**config.mk**
```make
export PLATFORM = sky130hd
export DESIGN_NAME = double_to_int64_convert_core_flat
export DESIGN_NICKNAME = d
export VERILOG_FILES = /design/src/design/d2i_pkg.sv /design/src/design/d2i_stream_if.sv /design/src/design/double_to_int64_convert_core.sv /design/src/design/d2i_align.sv /design/src/flat_wrapper.sv
export SDC_FILE = /design/constraint.sdc
export NUM_CORES = 1
export LEC_CHECK = 0
export BUFFER_PORTS_ARGS = -buffer_cell sky130_fd_sc_hd__clkbuf_2
export CAP_MARGIN = 20
export CORE_AREA = 8 8 264 266
export DETAILED_ROUTE_END_ITERATION = 8
export DIE_AREA = 0 0 272 274
export PLACE_DENSITY = 0.57
export SYNTH_ARGS = -nofsm -noshare
export SYNTH_HDL_FRONTEND = slang
export SYNTH_SLANG_ARGS = --single-unit
```
**constraint.sdc**
```tcl
create_clock -name clk -period 3.8 [get_ports clk]
set_input_delay 0.57 -clock clk [delete_from_list [all_inputs] [get_ports clk]]
set_output_delay 0.57 -clock clk [all_outputs]
set_load 0.1 [all_outputs]
```
**src/design/d2i_pkg.sv**
```systemverilog
// Shared types and constants for the double to int64 conversion core.
`default_nettype none
package d2i_pkg;

	localparam int unsigned ExpBits  = 11;
	localparam int unsigned FracBits = 52;
	localparam int unsigned SigBits  = FracBits + 1;
	localparam int unsigned IntBits  = 64;
	localparam int unsigned AmtBits  = 6;

	localparam logic [ExpBits-1:0]  EXP_ALL_ONES   = 11'h7ff;
	localparam logic [ExpBits-1:0]  EXP_UNIT_SHIFT = 11'd1075;	// bias + fraction bits
	localparam logic [ExpBits-1:0]  SHIFT_LIMIT    = 11'd63;
	localparam logic [AmtBits-1:0]  LEFT_FIT_MAX   = 6'd11;		// sig still fits 64 bits
	localparam logic [IntBits-1:0]  HALF_POINT     = 64'h8000_0000_0000_0000;

	typedef enum logic [1:0] {
		MODE_NEAREST = 2'd0,
		MODE_DOWN    = 2'd1,
		MODE_UP      = 2'd2,
		MODE_ZERO    = 2'd3
	} mode_t;

	typedef struct packed {
		logic [IntBits-1:0] operand_bits;
		logic [1:0]         rounding_mode;
	} d2i_in_t;

	typedef struct packed {
		logic [IntBits-1:0] integer_bits;
		logic               invalid_flag;
		logic               overflow_flag;
		logic               inexact_flag;
	} d2i_out_t;

	// decoded operand after the first stage
	typedef struct packed {
		logic               sign;
		mode_t              mode;
		logic               is_nan;
		logic               is_inf;
		logic               is_zero;
		logic               is_tiny;
		logic               left;
		logic               left_big;
		logic [AmtBits-1:0] amt;
		logic [SigBits-1:0] sig;
	} d2i_s1_t;

	// aligned magnitude and rounding info after the second stage
	typedef struct packed {
		logic               sign;
		mode_t              mode;
		logic               inv;
		logic               ovf;
		logic               inx;
		logic               lost;
		logic               half;
		logic               above;
		logic [IntBits-1:0] mag;
	} d2i_s2_t;

	// rounded magnitude after the third stage
	typedef struct packed {
		logic               sign;
		logic               inv;
		logic               ovf;
		logic               inx;
		logic [IntBits-1:0] mag;
	} d2i_s3_t;

endpackage
`default_nettype wire

```
**src/design/d2i_stream_if.sv**
```systemverilog
// Valid/ready stream interface carrying one payload beat.
`default_nettype none
interface d2i_stream_if
	import d2i_pkg::*;
#(
	parameter type payload_t = d2i_in_t
);
	logic     valid;
	logic     ready;
	payload_t payload;

	modport source (output valid, output payload, input ready);
	modport sink   (input valid, input payload, output ready);
endinterface
`default_nettype wire

```
**src/design/double_to_int64_convert_core.sv**
```systemverilog
// Pipelined IEEE double to 64-bit two's-complement integer converter.
//
//  channel   dir  payload                                        beat
//  operand   in   operand_bits[63:0], rounding_mode[1:0]          valid & ready
//  result    out  integer_bits[63:0], invalid/overflow/inexact    valid & ready
//
// Four register stages: decode, align shift, round add, negate into the output.
// One beat per cycle sustained while the result side is ready; an accepted beat passes
// through the decode, align, round and output registers in turn before its result is valid.
// Each stage takes a new beat when empty or when the next stage advances, so bubbles
// fill during an output stall and nothing is lost or repeated.
// Reset clears the stage valid bits only.
`default_nettype none
module double_to_int64_convert_core
	import d2i_pkg::*;
(
	input  wire logic        clk,
	input  wire logic        arst_n,
	d2i_stream_if.sink       operand,
	d2i_stream_if.source     result
);

	logic     vld_s1, vld_s2, vld_s3, vld_s4;
	logic     rdy_s1, rdy_s2, rdy_s3, rdy_in;
	d2i_s1_t  dec, dec_s1;
	d2i_s2_t  aln, aln_s2;
	d2i_s3_t  rnd, rnd_s3;
	d2i_out_t res_s4, res;

	logic               op_sign;
	logic [ExpBits-1:0] op_expo;
	logic [FracBits-1:0] op_frac;
	logic [ExpBits-1:0] lsh, rsh;
	logic               inc;

	assign rdy_s3 = !vld_s4 || result.ready;
	assign rdy_s2 = !vld_s3 || rdy_s3;
	assign rdy_s1 = !vld_s2 || rdy_s2;
	assign rdy_in = !vld_s1 || rdy_s1;
	assign operand.ready = rdy_in;

	// stage 1: decode
	assign op_sign = operand.payload.operand_bits[IntBits-1];
	assign op_expo = operand.payload.operand_bits[IntBits-2:FracBits];
	assign op_frac = operand.payload.operand_bits[FracBits-1:0];
	assign lsh = op_expo - EXP_UNIT_SHIFT;
	assign rsh = EXP_UNIT_SHIFT - op_expo;

	always_comb begin
		dec          = '0;
		dec.sign     = op_sign;
		dec.mode     = mode_t'(operand.payload.rounding_mode);
		dec.sig      = {1'b1, op_frac};
		if (op_expo == EXP_ALL_ONES) begin
			dec.is_nan = (op_frac != '0);
			dec.is_inf = (op_frac == '0);
		end else if (op_expo == '0) begin
			dec.is_zero = (op_frac == '0);
			dec.is_tiny = (op_frac != '0);
		end else if (op_expo >= EXP_UNIT_SHIFT) begin
			dec.left     = 1'b1;
			dec.left_big = (lsh >= SHIFT_LIMIT);
			dec.amt      = lsh[AmtBits-1:0];
		end else begin
			dec.is_tiny = (rsh >= SHIFT_LIMIT);
			dec.amt     = rsh[AmtBits-1:0];
		end
	end

	always_ff @(posedge clk or negedge arst_n) begin
		if (!arst_n) begin
			vld_s1 <= 1'b0;
		end else if (rdy_in) begin
			vld_s1 <= operand.valid;
		end
	end

	always_ff @(posedge clk) begin
		if (rdy_in && operand.valid) begin
			dec_s1 <= dec;
		end
	end

	// stage 2: align
	d2i_align u_align (
		.dec (dec_s1),
		.aln (aln)
	);

	always_ff @(posedge clk or negedge arst_n) begin
		if (!arst_n) begin
			vld_s2 <= 1'b0;
		end else if (rdy_s1) begin
			vld_s2 <= vld_s1;
		end
	end

	always_ff @(posedge clk) begin
		if (rdy_s1 && vld_s1) begin
			aln_s2 <= aln;
		end
	end

	// stage 3: round
	always_comb begin
		inc = 1'b0;
		if (aln_s2.lost) begin
			case (aln_s2.mode)
				MODE_NEAREST: inc = aln_s2.above || (aln_s2.half && aln_s2.mag[0]);
				MODE_DOWN:    inc = aln_s2.sign;
				MODE_UP:      inc = !aln_s2.sign;
				default:      inc = 1'b0;
			endcase
		end
		rnd      = '0;
		rnd.sign = aln_s2.sign;
		rnd.inv  = aln_s2.inv;
		rnd.ovf  = aln_s2.ovf;
		rnd.inx  = aln_s2.inx || aln_s2.lost;
		rnd.mag  = aln_s2.mag + {{(IntBits-1){1'b0}}, inc};
	end

	always_ff @(posedge clk or negedge arst_n) begin
		if (!arst_n) begin
			vld_s3 <= 1'b0;
		end else if (rdy_s2) begin
			vld_s3 <= vld_s2;
		end
	end

	always_ff @(posedge clk) begin
		if (rdy_s2 && vld_s2) begin
			rnd_s3 <= rnd;
		end
	end

	// stage 4: apply sign into the output register
	always_comb begin
		res.integer_bits  = rnd_s3.sign ? (IntBits'(0) - rnd_s3.mag) : rnd_s3.mag;
		res.invalid_flag  = rnd_s3.inv;
		res.overflow_flag = rnd_s3.ovf;
		res.inexact_flag  = rnd_s3.inx;
	end

	always_ff @(posedge clk or negedge arst_n) begin
		if (!arst_n) begin
			vld_s4 <= 1'b0;
		end else if (rdy_s3) begin
			vld_s4 <= vld_s3;
		end
	end

	always_ff @(posedge clk) begin
		if (rdy_s3 && vld_s3) begin
			res_s4 <= res;
		end
	end

	assign result.valid   = vld_s4;
	assign result.payload = res_s4;

`ifndef SYNTHESIS
	a_invalid_clean: assert property (@(posedge clk) disable iff (!arst_n)
		vld_s4 && res_s4.invalid_flag |->
			!res_s4.overflow_flag && !res_s4.inexact_flag && (res_s4.integer_bits == '0))
		else $error("NaN result carries extra flags or nonzero value");

	a_overflow_inexact: assert property (@(posedge clk) disable iff (!arst_n)
		vld_s4 && res_s4.overflow_flag |-> res_s4.inexact_flag)
		else $error("overflow without inexact");

	a_s3_hold: assert property (@(posedge clk) disable iff (!arst_n)
		vld_s3 && !rdy_s3 |=> vld_s3 && $stable(rnd_s3))
		else $error("stage 3 beat changed while stalled");

	a_s2_lost_round: assert property (@(posedge clk) disable iff (!arst_n)
		vld_s2 && aln_s2.lost |-> !aln_s2.ovf && !aln_s2.inv)
		else $error("discarded bits on an overflow or NaN beat");
`endif

endmodule
`default_nettype wire

```
**src/design/d2i_align.sv**
```systemverilog
// Alignment shifter: places the significand at integer weight and extracts round bits.
`default_nettype none
module d2i_align
	import d2i_pkg::*;
(
	input  d2i_s1_t dec,
	output d2i_s2_t aln
);

	logic [IntBits-1:0]   left_mag;
	logic [2*IntBits-1:0] right_wide;
	logic [IntBits-1:0]   rest;

	assign left_mag   = {{(IntBits-SigBits){1'b0}}, dec.sig} << dec.amt;
	assign right_wide = {{(IntBits-SigBits){1'b0}}, dec.sig, {IntBits{1'b0}}} >> dec.amt;

	always_comb begin
		aln      = '0;
		aln.sign = dec.sign;
		aln.mode = dec.mode;
		rest     = '0;
		if (dec.is_nan) begin
			aln.inv = 1'b1;
		end else if (dec.is_inf) begin
			aln.ovf = 1'b1;
			aln.inx = 1'b1;
		end else if (dec.is_zero) begin
			aln.mag = '0;
		end else if (dec.is_tiny) begin
			// only a sticky bit remains, below half
			rest = {{(IntBits-1){1'b0}}, 1'b1};
		end else if (dec.left) begin
			if (dec.left_big) begin
				aln.ovf = 1'b1;
				aln.inx = 1'b1;
			end else begin
				aln.mag = left_mag;
				// the leading one leaves the word once the shift passes the fit limit
				aln.ovf = (dec.amt > LEFT_FIT_MAX);
				aln.inx = (dec.amt > LEFT_FIT_MAX);
			end
		end else begin
			aln.mag = right_wide[2*IntBits-1:IntBits];
			rest    = right_wide[IntBits-1:0];
		end
		aln.lost  = (rest != '0);
		aln.half  = (rest == HALF_POINT);
		aln.above = rest[IntBits-1] && (rest[IntBits-2:0] != '0);
	end

endmodule
`default_nettype wire

```
**src/flat_wrapper.sv**
```systemverilog
// flat-port wrapper written by rule: the top's interface ports become plain ports
module double_to_int64_convert_core_flat import d2i_pkg::*;
  (clk, arst_n, operand_valid, operand_payload, operand_ready, result_valid, result_payload, result_ready);
  d2i_stream_if #(.payload_t(d2i_in_t)) operand_i ();
  d2i_stream_if #(.payload_t(d2i_out_t)) result_i ();
  input  wire logic clk;
  input  wire logic arst_n;
  input wire logic [$bits(operand_i.valid)-1:0] operand_valid;
  input wire logic [$bits(operand_i.payload)-1:0] operand_payload;
  output wire logic [$bits(operand_i.ready)-1:0] operand_ready;
  output wire logic [$bits(result_i.valid)-1:0] result_valid;
  output wire logic [$bits(result_i.payload)-1:0] result_payload;
  input wire logic [$bits(result_i.ready)-1:0] result_ready;
  assign operand_i.valid = operand_valid;
  assign operand_i.payload = operand_payload;
  assign operand_ready = operand_i.ready;
  assign result_valid = result_i.valid;
  assign result_payload = result_i.payload;
  assign result_i.ready = result_ready;
  double_to_int64_convert_core u_core (.clk(clk), .arst_n(arst_n), .operand(operand_i), .result(result_i));
endmodule
```
==> impl_metrics.csv <==
group,metric,value,unit
grt,gr-usage-all-layers,17.72,%
final_layout,drive_gt1_share,24.95,%
outcome,outcome,"finished, final reports clean",
final_layout,final_common_cell,"edfxtp_1",
grt,antenna_found_initial,0,
yosys,synth-warning-count,0,
critical_path,crit_chain,"or4_4, or4_4, nor3_4, nand4_2, or4_4, or4_4, o41ai_4, xnor2_1",
place,port_buffers,138,
sta,setup_viol,0,
yosys,syn_area,19500,µm²
yosys,synth-seq-area-share,42.70,%
yosys,synthSimpleGateAreaFrac,16.11,%
critical_path,cp_slowest_cell,"or4_4",
sta,worst_pin_slew,908.2,ps
route,drc,0,
floorplan,die_width,272,µm
clocking,cts_root_buffer,"clkbuf_16",
yosys,synth_fp_nets,1931,
worst_hold_path,min_path_type,"input pin to flop",
sta,fmax,272.2,MHz
yosys,synthXorXnorAreaFrac,5.793,%
critical_path,cp-end-kind,"flop",
final_layout,synthToLayoutAreaGrowth,17.73,%
floorplan,start_util,29.88,%
yosys,synth_edf_count,274,
critical_path,cp.required,4140,ps
clocking,numCtsBuffers,31,
sta,min_period,3673,ps
clocking,tritoncts,"yes",
yosys,synth_seq_cells,278,
route,routedWlPerCell,23.67,µm
place,place_ws,144.5,ps
grt,grt_max_degree,124,
yosys,syn_inst,1852,
yosys,synth_top_family_by_area,"multiplexers",
critical_path,crit_path_max_incr_delay,590,ps
floorplan,io_pins,139,
route,routed_wl,69.13,mm
sta,rsz0062_at_grt,"false",
yosys,yosys_most_used_dff,"edfxtp_1",
critical_path,path_class,"flop to flop",
place,gp_congestion,0.9611,
clocking,cts.sinks,278,
yosys,avgSynthCellArea,10.53,µm²
final_layout,fill_cells,6687,
route,antenna_left,0,
yosys,synth-compound-area-share,12.48,%
final_layout,nets,2110,
grt,grt_pass1_wl,102.6,mm
yosys,async_reset_ff_share,1.439,%
critical_path,critPathMostFrequentCell,"or4_4",
pwr,pwr_density_cell,484.3,nW/µm²
sta,fin_hold_ws,139.9,ps
critical_path,arrival,4020,ps
final_layout,num_antenna_cells,0,
yosys,ys_types,73,
sta,skew,29.01,ps
place,dp_hpwl,54.80,mm
clocking,post_cts_buffers,0,
sta,fin_tns_setup,0,ps
floorplan,die_h,274,µm
run,drv_cap,0,
sta,period_share,96.66,%
sta,hold_viol,0,
route,num_vias,16130,
floorplan,die_area,74530,µm²
yosys,yosys.area_share.adder,0.5774,%
grt,grt.overflow.total,0,
sta,finalMaxSlewViolations,0,
final_layout,layout_common_cells,"edfxtp_1 (274), nand2_1 (208), nor2_1 (180), clkbuf_2 (138), buf_4 (127)",
route,via_per_inst,5.523,
clocking,clock_latency,620,ps
sta,relSlewSlack,39.46,%
pwr,power,11.12,mW
floorplan,coreArea,65280,µm²
route,drt_first_iter_violations,1363,
sta,fin_ws,126.9,ps
grt,grt_pass1_vias,15950,
yosys,synth_mux_area_share,19.23,%
route,drtPass1Iterations,5,
critical_path,worstSetupStartpointType,"flop",
floorplan,rows,94,
pwr,ir_drop,0.3522,mV
clocking,clkSlewWorstSetupHoldPaths,60,ps
pwr,leakage,8.302,nW
clocking,cts_buffer_depth,3,
clocking,ctsHtreeMaxLevel,1,
critical_path,critical_path.max_fanout,6,
## final timing paths
kind	start	to	slack, ps	depth (start not counted)
worst max-delay path	u_core.rnd_s3[16]	u_core.result.payload[62]	130	8
worst min-delay path	operand_payload[0]	u_core.dec_s1[65]	140	1
worst max register to register	u_core.rnd_s3[16]	u_core.result.payload[62]	130	8
worst min register to register	u_core.aln_s2[69]	u_core.res[2]	420	0
max in group asynchronous	arst_n	u_core.vld_s3	3370	2
min in group asynchronous	arst_n	u_core.result.valid	310	2
## worst max-delay path: cells and delay by family, from the launching register on
family	cells	cell delay [ps]
simple gates	6	2610
flops	1	450
compound gates	1	240
xor+xnor	1	100
## synthesized netlist by cell type, types with 25 or more instances
| cell | instances | area share, % |
|---|---|---|
| inv_1 | 25 | 0.48 |
| o21ai_0 | 96 | 2.5 |
| nor2_1 | 180 | 3.5 |
| clkbuf_1 | 89 | 1.7 |
| mux2_2 | 56 | 3.2 |
| mux2i_1 | 98 | 5.0 |
| buf_1 | 26 | 0.50 |
| nand3_1 | 48 | 1.2 |
| xnor2_1 | 111 | 5.0 |
| nor3_1 | 39 | 1.0 |
| o22ai_1 | 31 | 0.99 |
| nand2_1 | 208 | 4.0 |
| nor4_1 | 30 | 0.96 |
| mux4_2 | 95 | 11 |
| and3_1 | 25 | 0.80 |
| a21oi_1 | 82 | 2.1 |
| edfxtp_1 | 274 | 42 |
## power breakdown
group / switching [mW] / internal, mW
Clock: 1.25 / 1.71
Sequential: 0.306 / 3.88
Combinational: 2.77 / 1.20
## state kept, by name (all words and copies together), names as in the netlist
name / cells
u_core.aln_s2: 72
u_core.dec_s1: 67
u_core.result.payload: 67
u_core.rnd_s3: 65
u_core.res: 3
u_core.result.valid: 1
u_core.vld_s1: 1
u_core.vld_s2: 1
u_core.vld_s3: 1
## metrics by stage
stage	instances	instance area, µm²	utilization [%]
6_report	2920	22960	35.18
5_1_grt	2920	22960	35.18
4_1_cts	2920	22940	35.14
3_5_place_dp	2861	21920	33.58
3_3_place_gp	2861	21920	33.58
2_1_floorplan	1852	19510	-
## cell families after synthesis
group	count (synthesis)
AND/OR/NAND/NOR	658
adder cells (fa/ha/maj)	9
flip-flops	278
buffers and inverters	155
AO/OA/AOI/OAI	374
multiplexers	249
XOR/XNOR	129
## routing by layer
layer,track usage (%),up-vias,routed length [µm]
li1,-,7462,-
met1,23.24,7907,29710
met2,30.01,630,32970
met3,2.518,127,4061
met4,5.675,0,2381
met5,0,-,0
## cell type report
type                       count  area [µm²]  area share [%]
multi-input combinational   1419       10610           46.21
sequential                   278        8328           36.27
timing repair buffer         275        1834           7.989
tap                          864        1081           4.708
clock buffer                  34       787.0           3.428
clock inverter                24       222.7          0.9700
inverter                      26       97.59          0.4250
## what timing repair did
action	CTS	global route
hold buffers	1	0
setup endpoints to repair	0	6
gates resized for setup	0	5
hold endpoints to repair	4	0
Note: power is estimated with default switching activity, not from simulation.
